**config.mk**
```make
export PLATFORM = sky130hd
export DESIGN_NAME = texture_unswizzle_color_expand_flat
export DESIGN_NICKNAME = d
export VERILOG_FILES = /design/src/hw/rtl/tuc_pkg.sv /design/src/hw/rtl/tuc_if.sv /design/src/hw/rtl/texture_unswizzle_color_expand.sv /design/src/hw/rtl/tuc_cfg_regs.sv /design/src/hw/rtl/tuc_walker.sv /design/src/hw/rtl/tuc_emit.sv /design/src/flat_wrapper.sv
export SDC_FILE = /design/constraint.sdc
export NUM_CORES = 2
export LEC_CHECK = 0
export BUFFER_PORTS_ARGS = -buffer_cell sky130_fd_sc_hd__buf_2
export CORE_ASPECT_RATIO = 0.9
export CORE_MARGIN = 2
export CORE_UTILIZATION = 60
export CTS_CLUSTER_SIZE = 30
export DETAILED_ROUTE_END_ITERATION = 6
export PLACE_DENSITY = 0.75
export SYNTH_ARGS = -nofsm -noshare
export SYNTH_HDL_FRONTEND = slang
export SYNTH_SLANG_ARGS = --single-unit
```
**constraint.sdc**
```tcl
create_clock -name clk -period 13.13 [get_ports clk]
set_clock_uncertainty 0.05 [all_clocks]
set_input_delay 1.9695 -clock clk [delete_from_list [all_inputs] [get_ports clk]]
set_output_delay 1.9695 -clock clk [all_outputs]
set_load 0.02 [all_outputs]
```
**src/hw/rtl/tuc_pkg.sv**
```systemverilog
// Shared types, constants and functions for the texture unswizzle / color expand block.
// Used by every RTL file and the checker; no dependencies.
`timescale 1ns / 1ps

package tuc_pkg;

  localparam int SRC_W      = 32;
  localparam int DATA_W     = 32;
  localparam int OFS_W      = 23;
  localparam int NB_W       = 3;
  localparam int FMT_W      = 3;
  localparam int DIM_W      = 11;
  localparam int PITCH_W    = 13;
  localparam int STRIDE_W   = 15;
  localparam int CFG_IDX_W  = 3;
  localparam int CFG_DATA_W = 13;

  localparam int TILE_BYTES = 16;
  localparam int TILE_ROWS  = 8;
  localparam int TW16       = TILE_BYTES / 2;
  localparam int TW32       = TILE_BYTES / 4;
  localparam int TW_IDX4    = TILE_BYTES * 2;
  localparam int TW_IDX8    = TILE_BYTES;

  localparam logic [FMT_W-1:0] FMT_RGB565   = 3'd0;
  localparam logic [FMT_W-1:0] FMT_ARGB1555 = 3'd1;
  localparam logic [FMT_W-1:0] FMT_ARGB4444 = 3'd2;
  localparam logic [FMT_W-1:0] FMT_RGBA8888 = 3'd3;
  localparam logic [FMT_W-1:0] FMT_INDEX4   = 3'd4;
  localparam logic [FMT_W-1:0] FMT_INDEX8   = 3'd5;

  localparam logic [CFG_IDX_W-1:0] CFG_PIXEL_FORMAT = 3'd0;
  localparam logic [CFG_IDX_W-1:0] CFG_SWIZZLED     = 3'd1;
  localparam logic [CFG_IDX_W-1:0] CFG_IMAGE_WIDTH  = 3'd2;
  localparam logic [CFG_IDX_W-1:0] CFG_IMAGE_HEIGHT = 3'd3;
  localparam logic [CFG_IDX_W-1:0] CFG_SOURCE_PITCH = 3'd4;

  localparam logic [DIM_W-1:0]   RST_IMAGE_WIDTH  = 11'd1;
  localparam logic [DIM_W-1:0]   RST_IMAGE_HEIGHT = 11'd1;
  localparam logic [PITCH_W-1:0] RST_SOURCE_PITCH = 13'd16;

  localparam logic [NB_W-1:0] NB_INDEX = 3'd1;
  localparam logic [NB_W-1:0] NB_RGB   = 3'd3;
  localparam logic [NB_W-1:0] NB_RGBA  = 3'd4;

  typedef struct packed {
    logic [FMT_W-1:0]   fmt;
    logic               swizzled;
    logic [DIM_W-1:0]   image_width;
    logic [DIM_W-1:0]   image_height;
    logic [PITCH_W-1:0] source_pitch;
  } tuc_cfg_t;

  typedef struct packed {
    logic [SRC_W-1:0]    src_element;
    logic [FMT_W-1:0]    fmt;
    logic [STRIDE_W-1:0] stride;
    logic [NB_W-1:0]     nb;
    logic [OFS_W-1:0]    dst_base;
    logic                last;
  } tuc_beat_t;

  function automatic logic [NB_W-1:0] tuc_bytes(input logic [FMT_W-1:0] fmt);
    case (fmt)
      FMT_RGB565:   return NB_RGB;
      FMT_ARGB1555: return NB_RGBA;
      FMT_ARGB4444: return NB_RGBA;
      FMT_RGBA8888: return NB_RGBA;
      default:      return NB_INDEX;
    endcase
  endfunction

  function automatic logic [STRIDE_W-1:0] tuc_stride(input logic [FMT_W-1:0] fmt,
                                                     input logic [PITCH_W-1:0] pitch);
    logic [STRIDE_W-1:0] p;
    p = STRIDE_W'(pitch);
    case (fmt)
      FMT_RGB565:   return (p + (p << 1)) >> 1;
      FMT_ARGB1555: return p << 1;
      FMT_ARGB4444: return p << 1;
      default:      return p;
    endcase
  endfunction

  // scale an element count by the bytes per element (1, 3 or 4)
  function automatic logic [OFS_W-1:0] tuc_scale(input logic [OFS_W-1:0] v,
                                                 input logic [NB_W-1:0] nb);
    case (nb)
      NB_RGB:  return v + (v << 1);
      NB_RGBA: return v << 2;
      default: return v;
    endcase
  endfunction

  function automatic logic [DATA_W-1:0] tuc_expand(input logic [FMT_W-1:0] fmt,
                                                   input logic [SRC_W-1:0] e);
    logic [7:0] s0;
    logic [7:0] s1;
    s0 = e[7:0];
    s1 = e[15:8];
    case (fmt)
      FMT_RGB565:
        return {8'h00, s1[7:3], 3'b000, s1[2:0], s0[7:5], 2'b00, s0[4:0], 3'b000};
      FMT_ARGB1555:
        return {{8{s1[7]}}, s1[6:2], 3'b000, s1[1:0], s0[7:5], 3'b000, s0[4:0], 3'b000};
      FMT_ARGB4444:
        return {s1[7:4], 4'h0, s1[3:0], 4'h0, s0[7:4], 4'h0, s0[3:0], 4'h0};
      FMT_RGBA8888:
        return e;
      FMT_INDEX4:
        return {24'h000000, s0[3:0], s0[7:4]};
      default:
        return {24'h000000, s0};
    endcase
  endfunction

endpackage

```
**src/hw/rtl/tuc_if.sv**
```systemverilog
// Valid/ready stream interfaces for the source element and result channels.
// Depends on tuc_pkg for field widths.
`timescale 1ns / 1ps

interface tuc_in_if;
  import tuc_pkg::*;
  logic             valid;
  logic             ready;
  logic [SRC_W-1:0] src_element;
  modport source(output valid, output src_element, input ready);
  modport sink(input valid, input src_element, output ready);
endinterface

interface tuc_out_if;
  import tuc_pkg::*;
  logic              valid;
  logic              ready;
  logic [OFS_W-1:0]  dst_offset;
  logic [DATA_W-1:0] dst_data;
  logic [NB_W-1:0]   dst_bytes;
  logic              last_of_image;
  modport source(output valid, output dst_offset, output dst_data, output dst_bytes,
                 output last_of_image, input ready);
  modport sink(input valid, input dst_offset, input dst_data, input dst_bytes,
               input last_of_image, output ready);
endinterface

```
**src/hw/rtl/texture_unswizzle_color_expand.sv**
```systemverilog
// Texture unswizzle and color expand, top level.
// Depends on tuc_pkg, tuc_if, tuc_cfg_regs, tuc_walker and tuc_emit.
//
// Takes one source texel element per beat, in source order, and returns the byte offset
// of that element in the linear destination image with its expanded bytes, byte count
// and an end-of-image flag. Throughput is one element per clock unless the result side
// stalls; each element passes the input stage register, then the output register, held
// longer on a stall. Cycle time is set by the position walker loop: counter compares
// plus one pitch-by-rows multiply for the band step. Configuration is written through
// cfg_we/cfg_idx/cfg_data, by the user only while no beat is in flight (not enforced).
`timescale 1ns / 1ps

module texture_unswizzle_color_expand #(
  parameter int MAX_WIDTH  = 1024,
  parameter int MAX_HEIGHT = 1024
) (
  input  logic                           clk,
  input  logic                           rst_n,
  tuc_in_if.sink                         in_stream,
  tuc_out_if.source                      out_stream,
  input  logic                           cfg_we,
  input  logic [tuc_pkg::CFG_IDX_W-1:0]  cfg_idx,
  input  logic [tuc_pkg::CFG_DATA_W-1:0] cfg_data
);
  import tuc_pkg::*;

  localparam int WW = $clog2(MAX_WIDTH + 64);
  localparam int HW = $clog2(MAX_HEIGHT + 1);

  tuc_cfg_t      cfg;
  tuc_beat_t     beat;
  logic          beat_valid;
  logic          beat_ready;
  logic          in_ready;
  logic [WW-1:0] beat_col;
  logic [HW-1:0] beat_row;

  tuc_cfg_regs u_cfg (
    .clk      (clk),
    .rst_n    (rst_n),
    .cfg_we   (cfg_we),
    .cfg_idx  (cfg_idx),
    .cfg_data (cfg_data),
    .cfg      (cfg)
  );

  tuc_walker #(
    .WW         (WW),
    .HW         (HW),
    .MAX_WIDTH  (MAX_WIDTH),
    .MAX_HEIGHT (MAX_HEIGHT)
  ) u_walker (
    .clk        (clk),
    .rst_n      (rst_n),
    .cfg        (cfg),
    .in_valid   (in_stream.valid),
    .in_ready   (in_ready),
    .in_element (in_stream.src_element),
    .beat_valid (beat_valid),
    .beat_ready (beat_ready),
    .beat       (beat),
    .beat_col   (beat_col),
    .beat_row   (beat_row)
  );

  tuc_emit #(
    .WW (WW),
    .HW (HW)
  ) u_emit (
    .clk        (clk),
    .rst_n      (rst_n),
    .beat_valid (beat_valid),
    .beat_ready (beat_ready),
    .beat       (beat),
    .beat_col   (beat_col),
    .beat_row   (beat_row),
    .out_valid  (out_stream.valid),
    .out_ready  (out_stream.ready),
    .out_offset (out_stream.dst_offset),
    .out_data   (out_stream.dst_data),
    .out_bytes  (out_stream.dst_bytes),
    .out_last   (out_stream.last_of_image)
  );

  assign in_stream.ready = in_ready;

endmodule

```
**src/hw/rtl/tuc_cfg_regs.sv**
```systemverilog
// Configuration register file: format, swizzle mode, image size and source pitch.
// Depends on tuc_pkg.
`timescale 1ns / 1ps

module tuc_cfg_regs (
  input  logic                                clk,
  input  logic                                rst_n,
  input  logic                                cfg_we,
  input  logic [tuc_pkg::CFG_IDX_W-1:0]       cfg_idx,
  input  logic [tuc_pkg::CFG_DATA_W-1:0]      cfg_data,
  output tuc_pkg::tuc_cfg_t                   cfg
);
  import tuc_pkg::*;

  tuc_cfg_t cfg_r;
  tuc_cfg_t cfg_nxt;

  always_comb begin
    cfg_nxt = cfg_r;
    if (cfg_we) begin
      case (cfg_idx)
        CFG_PIXEL_FORMAT: cfg_nxt.fmt          = cfg_data[FMT_W-1:0];
        CFG_SWIZZLED:     cfg_nxt.swizzled     = cfg_data[0];
        CFG_IMAGE_WIDTH:  cfg_nxt.image_width  = cfg_data[DIM_W-1:0];
        CFG_IMAGE_HEIGHT: cfg_nxt.image_height = cfg_data[DIM_W-1:0];
        CFG_SOURCE_PITCH: cfg_nxt.source_pitch = cfg_data[PITCH_W-1:0];
        default:          cfg_nxt = cfg_r;
      endcase
    end
  end

  always_ff @(posedge clk) begin
    if (!rst_n) begin
      cfg_r.fmt          <= FMT_RGB565;
      cfg_r.swizzled     <= 1'b0;
      cfg_r.image_width  <= RST_IMAGE_WIDTH;
      cfg_r.image_height <= RST_IMAGE_HEIGHT;
      cfg_r.source_pitch <= RST_SOURCE_PITCH;
    end else begin
      cfg_r <= cfg_nxt;
    end
  end

  assign cfg = cfg_r;

endmodule

```
**src/hw/rtl/tuc_walker.sv**
```systemverilog
// Block walker: decodes block geometry, tracks the position of each source element
// and holds the accepted beat in the input stage register. Depends on tuc_pkg.
`timescale 1ns / 1ps

module tuc_walker #(
  parameter int WW = 11,
  parameter int HW = 11,
  parameter int MAX_WIDTH = 1024,
  parameter int MAX_HEIGHT = 1024
) (
  input  logic                            clk,
  input  logic                            rst_n,
  input  tuc_pkg::tuc_cfg_t               cfg,
  input  logic                            in_valid,
  output logic                            in_ready,
  input  logic [tuc_pkg::SRC_W-1:0]       in_element,
  output logic                            beat_valid,
  input  logic                            beat_ready,
  output tuc_pkg::tuc_beat_t              beat,
  output logic [WW-1:0]                   beat_col,
  output logic [HW-1:0]                   beat_row
);
  import tuc_pkg::*;

  logic [WW-1:0]  col_r, col_nxt, tcb_r, tcb_nxt;
  logic [HW-1:0]  row_r, row_nxt, trb_r, trb_nxt;
  logic [OFS_W-1:0] dst_r, dst_nxt;
  logic           s1_valid_r, s1_valid_nxt;
  tuc_beat_t      beat_r, beat_nxt;
  logic [WW-1:0]  col_out_r, col_out_nxt;
  logic [HW-1:0]  row_out_r, row_out_nxt;

  logic [WW-1:0]  w, tw, te, col_w, col_inc;
  logic [HW-1:0]  h, th, row_w, row_inc;
  logic [STRIDE_W-1:0] stride;
  logic [NB_W-1:0] nb;
  logic [WW:0]    tcb_sum;
  logic [HW:0]    trb_sum;
  logic [STRIDE_W+HW-1:0] band_prod;
  logic [OFS_W-1:0] dst_blk, dst_band;
  logic           accept, advance, last;

  // geometry
  always_comb begin
    if (cfg.image_width == '0) begin
      w = WW'(1);
    end else if (32'(cfg.image_width) > 32'(MAX_WIDTH)) begin
      w = WW'(MAX_WIDTH);
    end else begin
      w = WW'(cfg.image_width);
    end
    if (cfg.image_height == '0) begin
      h = HW'(1);
    end else if (32'(cfg.image_height) > 32'(MAX_HEIGHT)) begin
      h = HW'(MAX_HEIGHT);
    end else begin
      h = HW'(cfg.image_height);
    end
    th = cfg.swizzled ? HW'(TILE_ROWS) : h;
    if (cfg.fmt inside {[FMT_RGB565:FMT_ARGB4444]}) begin
      tw = (cfg.swizzled || w < WW'(TW16)) ? WW'(TW16) : w;
      te = tw;
    end else if (cfg.fmt == FMT_RGBA8888) begin
      tw = (cfg.swizzled || w < WW'(TW32)) ? WW'(TW32) : w;
      te = tw;
    end else if (cfg.fmt == FMT_INDEX4) begin
      tw = cfg.swizzled ? WW'(TW_IDX4)
                        : ((w + WW'(TW_IDX4 - 1)) & ~WW'(TW_IDX4 - 1));
      te = tw >> 1;
    end else begin
      tw = cfg.swizzled ? WW'(TW_IDX8)
                        : ((w + WW'(TW_IDX8 - 1)) & ~WW'(TW_IDX8 - 1));
      te = tw;
    end
    stride = tuc_stride(cfg.fmt, cfg.source_pitch);
    nb     = tuc_bytes(cfg.fmt);
  end

  // position advance
  always_comb begin
    in_ready = !s1_valid_r || beat_ready;
    accept   = in_valid && in_ready;
    advance  = s1_valid_r && beat_ready;

    col_w   = (col_r >= te) ? '0 : col_r;
    row_w   = (row_r >= th) ? '0 : row_r;
    col_inc = col_w + WW'(1);
    row_inc = row_w + HW'(1);
    tcb_sum = {1'b0, tcb_r} + {1'b0, tw};
    trb_sum = {1'b0, trb_r} + {1'b0, th};

    band_prod = stride * (th - HW'(1));
    dst_blk   = dst_r + tuc_scale(OFS_W'(te), nb);
    dst_band  = dst_blk + OFS_W'(band_prod);

    col_nxt = col_r;
    row_nxt = row_r;
    tcb_nxt = tcb_r;
    trb_nxt = trb_r;
    dst_nxt = dst_r;
    last    = 1'b0;
    if (accept) begin
      col_nxt = col_inc;
      row_nxt = row_w;
      if (col_inc >= te) begin
        col_nxt = '0;
        row_nxt = row_inc;
        if (row_inc >= th) begin
          row_nxt = '0;
          tcb_nxt = tcb_sum[WW-1:0];
          dst_nxt = dst_blk;
          if (tcb_sum >= {1'b0, w}) begin
            tcb_nxt = '0;
            trb_nxt = trb_sum[HW-1:0];
            dst_nxt = dst_band;
            if (trb_sum >= {1'b0, h}) begin
              trb_nxt = '0;
              dst_nxt = '0;
              last    = 1'b1;
            end
          end
        end
      end
    end

    s1_valid_nxt = accept || (s1_valid_r && !advance);
    beat_nxt     = beat_r;
    col_out_nxt  = col_out_r;
    row_out_nxt  = row_out_r;
    if (accept) begin
      beat_nxt.src_element = in_element;
      beat_nxt.fmt         = cfg.fmt;
      beat_nxt.stride      = stride;
      beat_nxt.nb          = nb;
      beat_nxt.dst_base    = dst_r;
      beat_nxt.last        = last;
      col_out_nxt          = col_w;
      row_out_nxt          = row_w;
    end
  end

  always_ff @(posedge clk) begin
    if (!rst_n) begin
      s1_valid_r <= 1'b0;
      col_r      <= '0;
      row_r      <= '0;
      tcb_r      <= '0;
      trb_r      <= '0;
      dst_r      <= '0;
    end else begin
      s1_valid_r <= s1_valid_nxt;
      col_r      <= col_nxt;
      row_r      <= row_nxt;
      tcb_r      <= tcb_nxt;
      trb_r      <= trb_nxt;
      dst_r      <= dst_nxt;
    end
  end

  always_ff @(posedge clk) begin
    beat_r    <= beat_nxt;
    col_out_r <= col_out_nxt;
    row_out_r <= row_out_nxt;
  end

  assign beat_valid = s1_valid_r;
  assign beat       = beat_r;
  assign beat_col   = col_out_r;
  assign beat_row   = row_out_r;

endmodule

```
**src/hw/rtl/tuc_emit.sv**
```systemverilog
// Result stage: destination offset math and color expansion into the output register.
// Depends on tuc_pkg.
`timescale 1ns / 1ps

module tuc_emit #(
  parameter int WW = 11,
  parameter int HW = 11
) (
  input  logic                          clk,
  input  logic                          rst_n,
  input  logic                          beat_valid,
  output logic                          beat_ready,
  input  tuc_pkg::tuc_beat_t            beat,
  input  logic [WW-1:0]                 beat_col,
  input  logic [HW-1:0]                 beat_row,
  output logic                          out_valid,
  input  logic                          out_ready,
  output logic [tuc_pkg::OFS_W-1:0]     out_offset,
  output logic [tuc_pkg::DATA_W-1:0]    out_data,
  output logic [tuc_pkg::NB_W-1:0]      out_bytes,
  output logic                          out_last
);
  import tuc_pkg::*;

  logic              out_valid_r, out_valid_nxt;
  logic [OFS_W-1:0]  offset_r, offset_nxt;
  logic [DATA_W-1:0] data_r, data_nxt;
  logic [NB_W-1:0]   bytes_r, bytes_nxt;
  logic              last_r, last_nxt;
  logic [STRIDE_W+HW-1:0] row_prod;
  logic              load;

  always_comb begin
    beat_ready    = !out_valid_r || out_ready;
    load          = beat_valid && beat_ready;
    out_valid_nxt = load || (out_valid_r && !out_ready);

    row_prod = beat.stride * beat_row;

    offset_nxt = offset_r;
    data_nxt   = data_r;
    bytes_nxt  = bytes_r;
    last_nxt   = last_r;
    if (load) begin
      offset_nxt = beat.dst_base + OFS_W'(row_prod) + tuc_scale(OFS_W'(beat_col), beat.nb);
      data_nxt   = tuc_expand(beat.fmt, beat.src_element);
      bytes_nxt  = beat.nb;
      last_nxt   = beat.last;
    end
  end

  always_ff @(posedge clk) begin
    if (!rst_n) begin
      out_valid_r <= 1'b0;
    end else begin
      out_valid_r <= out_valid_nxt;
    end
  end

  always_ff @(posedge clk) begin
    offset_r <= offset_nxt;
    data_r   <= data_nxt;
    bytes_r  <= bytes_nxt;
    last_r   <= last_nxt;
  end

  assign out_valid  = out_valid_r;
  assign out_offset = offset_r;
  assign out_data   = data_r;
  assign out_bytes  = bytes_r;
  assign out_last   = last_r;

endmodule

```
**src/flat_wrapper.sv**
```systemverilog
// flat-port wrapper written by rule: the top's interface ports become plain ports
module texture_unswizzle_color_expand_flat import tuc_pkg::*;
#(
  parameter int MAX_WIDTH  = 1024,
  parameter int MAX_HEIGHT = 1024
)
  (clk, rst_n, cfg_we, cfg_idx, cfg_data, in_stream_valid, in_stream_src_element, in_stream_ready, out_stream_valid, out_stream_dst_offset, out_stream_dst_data, out_stream_dst_bytes, out_stream_last_of_image, out_stream_ready);
  tuc_in_if in_stream_i ();
  tuc_out_if out_stream_i ();
  input  logic clk;
  input  logic rst_n;
  input  logic cfg_we;
  input  logic [tuc_pkg::CFG_IDX_W-1:0] cfg_idx;
  input  logic [tuc_pkg::CFG_DATA_W-1:0] cfg_data;
  input wire logic [$bits(in_stream_i.valid)-1:0] in_stream_valid;
  input wire logic [$bits(in_stream_i.src_element)-1:0] in_stream_src_element;
  output wire logic [$bits(in_stream_i.ready)-1:0] in_stream_ready;
  output wire logic [$bits(out_stream_i.valid)-1:0] out_stream_valid;
  output wire logic [$bits(out_stream_i.dst_offset)-1:0] out_stream_dst_offset;
  output wire logic [$bits(out_stream_i.dst_data)-1:0] out_stream_dst_data;
  output wire logic [$bits(out_stream_i.dst_bytes)-1:0] out_stream_dst_bytes;
  output wire logic [$bits(out_stream_i.last_of_image)-1:0] out_stream_last_of_image;
  input wire logic [$bits(out_stream_i.ready)-1:0] out_stream_ready;
  assign in_stream_i.valid = in_stream_valid;
  assign in_stream_i.src_element = in_stream_src_element;
  assign in_stream_ready = in_stream_i.ready;
  assign out_stream_valid = out_stream_i.valid;
  assign out_stream_dst_offset = out_stream_i.dst_offset;
  assign out_stream_dst_data = out_stream_i.dst_data;
  assign out_stream_dst_bytes = out_stream_i.dst_bytes;
  assign out_stream_last_of_image = out_stream_i.last_of_image;
  assign out_stream_i.ready = out_stream_ready;
  texture_unswizzle_color_expand #(.MAX_WIDTH(MAX_WIDTH), .MAX_HEIGHT(MAX_HEIGHT)) u_core (.clk(clk), .rst_n(rst_n), .in_stream(in_stream_i), .out_stream(out_stream_i), .cfg_we(cfg_we), .cfg_idx(cfg_idx), .cfg_data(cfg_data));
endmodule
```
==> impl_results.md <==
- Tcrit/Tclk final: 81.0%
- Core box area: 0.0452 mm^2
- Switching Fraction: 37.4%
- Crit Path Class: reg -> reg
- Max-Cap Viols: 0
- Power Dens Cells: 119 mW/mm^2
- # port buffers: 113
- Final wirelength: 68.3 mm
- Final Wtd Congestion: 1.00
- Vias in the first global route: 21,800
- Slowest CP cell: dfxtp_1
- Largest family of logic cells by synthesized area: adder cells
- Synth unique cells: 85
- Fmax: 94.0 MHz
- Layout cells sized above 1: 7.70%
- Synth Register Bits: 265
- Cell Rows: 74
- WP data required: 13,620 ps
- Worst Setup Start Kind: flop
- Crit end category: flop
- Router iterations before antenna repair: 5
- Vias/cell: 5.78
- Slew Limit Headroom: 19.6%
- Routed vias: 21,200
- Sequential Power Share: 29.8%
- Area grow syn2layout: 8.33%
- Pin count of the biggest net entering global routing: 71
- Top-count cell post-synth: inv_1
- I/O pin count: 114
- Psw: 1320 uW
- Post-synthesis compound-gate area fraction: 12.7%
- Total grt overflow: 0
- Root buffer cell: clkbuf_16
- H-tree Lvls: 1
- Synth Flop Type: edfxtp_1
- Sequential cell area fraction in the yosys report: 25.1%
- Pleak: 0.0135 uW
- Worst-margin pin slew: 1190 ps
- Crit-path max cell delay: 920 ps
- Die Span Y: 207 um
- Starting Density: 60.6%
- WL/cell: 18.6 um
- TritonCTS clock tree: yes
- ANT nets after route: 0
- Clock latency on the worst-skew pair: 620 ps
- Hold Path Cell Cnt: 0
- Clock tree sinks: 265
- Final HPWL DP: 53.8 mm
- Post-Syn Area: 0.0274 mm^2
- Post-CTS sizing: 0
- Pint: 2200 uW
- XOR/XNOR Fraction of Synth Area: 4.45%
- # hold bufs at CTS: 0
- Most area-hungry cell type in the Yosys netlist: fa_1
- Mapped Cells: 2,964
- CP Max Fanout: 24
- Final critical-path required period: 10,640 ps
- Asr flop ratio synth: 0%
- R2R cell count: 36
- Die W: 229 um
- Top Layer Used: met4
- Max IR drop VDD: 0.0998 mV
- Setup Buffers After CTS: 0
- EDFF count, synth: 157
- Fill cell count: 3,695
- M1 WL: 29.5 mm
- RSZ-0062 raised after global routing: false
- Top-area cell type share of the netlist area: 21.0%
- Final net count: 3,645
- Drt initial violations: 1,581
- Non-Filler Instances: 3,675
- Ranking of synthesized cells by area: fa_1 (21%), edfxtp_1 (17%), ha_1 (12%)
- Setup violators final: 0
- Mux cell area share after synthesis: 1.15%
- GRT Total Usage: 29.7%
- Syn. warnings: 0
- Placed Cells: 3,615
- Crit path DAT: 11,130 ps
- Simple-gate share of the synthesized area: 15.8%
- Wire length on met2: 32.0 mm
- Clk slew on worst S/H paths: 60 ps
- Synthesized area per cell: 9.23 um^2
- Fin Setup TNS: 0 ps
- First-pass GRT wire length: 112 mm
- Initial antenna violation count: 1
- Pwr Total: 3520 uW
- Endpoints failing hold: 0
- Area of the die: 0.0473 mm^2
- CTS Buf Count: 31
- Hold crit path type: reg -> reg
- Gate power share: 43.5%
- Clk network pwr share: 26.7%
- Remaining DRCs: 0
- Adder-cell area share of the yosys netlist: 33.2%
- Fin. max-slew vios: 0
- Status: finished, final reports clean
- WL met3: 4.72 mm
- Max Root-Sink Buffers: 3
- Post-synth top cells: inv_1 (435), nand2_1 (393), fa_1 (287), ha_1 (265), nor2_1 (184)
critical path, delay by kind of cell (launching register included):
kind                       cells  cell delay (ps)
xor gates and xnor gates       1              180
AOI/OAI and AO/OA             18             3920
adders and majority gates      8             3430
DFF                            1              920
and+or+nand+nor                5             1160
buffers and inverters          3              620
muxes                          1              270
worst paths after layout:
kind                                               from                   endpoint  slack (ps)
worst max-delay path               u_core.u_cfg.cfg[35]  u_core.u_walker.dst_r[22]        2490
worst min-delay path            u_core.u_walker.beat[0]     u_core.u_emit.out_last         370
worst max register to register     u_core.u_cfg.cfg[35]  u_core.u_walker.dst_r[22]        2490
worst min register to register  u_core.u_walker.beat[0]     u_core.u_emit.out_last         370
area by class of cell:
type | count | area, um^2 | area share, %
well taps | 608 | 761 | 2.57
flip-flops and latches | 265 | 6880 | 23.2
multi-input cells | 2163 | 18500 | 62.3
inverters | 437 | 1640 | 5.54
clock buffers | 40 | 882 | 2.98
repair buffers | 142 | 783 | 2.64
clock inverters | 18 | 235 | 0.794
diodes | 2 | 5.00 | 0.0169
stage by stage:
stage                     cell area [um^2]  utilization, %  hold slack, ps  worst slack [ps]
after floorplan                      27400               -             350              3870
final                                29600            65.6             369              2490
after global routing                 29600            65.6             383              1870
after CTS                            29600            65.6             372              2680
after detailed placement             28500            63.1             357              2730
after global placement               28500            63.1             357              3120
layout by cell type (no fill, tap or decap), types with 46 or more instances in the layout:
master / n
fa_1: 287
nand3_1: 49
a21oi_1: 123
inv_1: 434
buf_2: 113
xnor2_1: 100
nand2_1: 393
o21ai_0: 74
a21boi_0: 48
nor2_1: 184
dfxtp_1: 108
and2_1: 113
edfxtp_1: 157
ha_1: 265
a21o_1: 46
nor2b_1: 47
cells by family (layout without fill, tap and decap cells):
group	count (synthesis)	after routing
flops	265	265
simple gates	927	927
other cells	1	14
buf+inv	547	637
mux	21	21
xor+xnor	139	139
fa+ha+maj	553	553
compound gates	511	511
registers in the layout, indices dropped and copies added, names as in the netlist:
name                        count
u_core.u_walker.row_r          11
u_core.u_walker.trb_r          11
u_core.u_emit.out_last          1
u_core.u_walker.beat_col       11
u_core.u_walker.beat           76
u_core.u_emit.out_valid         1
u_core.u_emit.out_bytes         3
u_core.u_cfg.cfg               39
u_core.u_walker.beat_valid      1
u_core.u_walker.beat_row       11
u_core.u_walker.col_r          11
u_core.u_emit.out_data         32
u_core.u_walker.dst_r          23
u_core.u_emit.out_offset       23
u_core.u_walker.tcb_r          11
power by group through the flow:
stage	Clock, uW	Sequential [uW]	Combinational (uW)
after global routing	985	1060	1740
final	939	1050	1530
after global placement	0	1060	1460
after detailed placement	0	1070	1520
after floorplan	0	1090	1130
after CTS	957	1050	1540
layer usage:
| layer | GRT usage (%) | vias to the layer above |
|---|---|---|
| met3 | 4.37 | 130 |
| li1 | - | 9960 |
| met4 | 9.37 | 0 |
| met2 | 50.4 | 737 |
| met5 | 0 | - |
| met1 | 39.8 | 10400 |
Power figures use the tool's default switching activity.
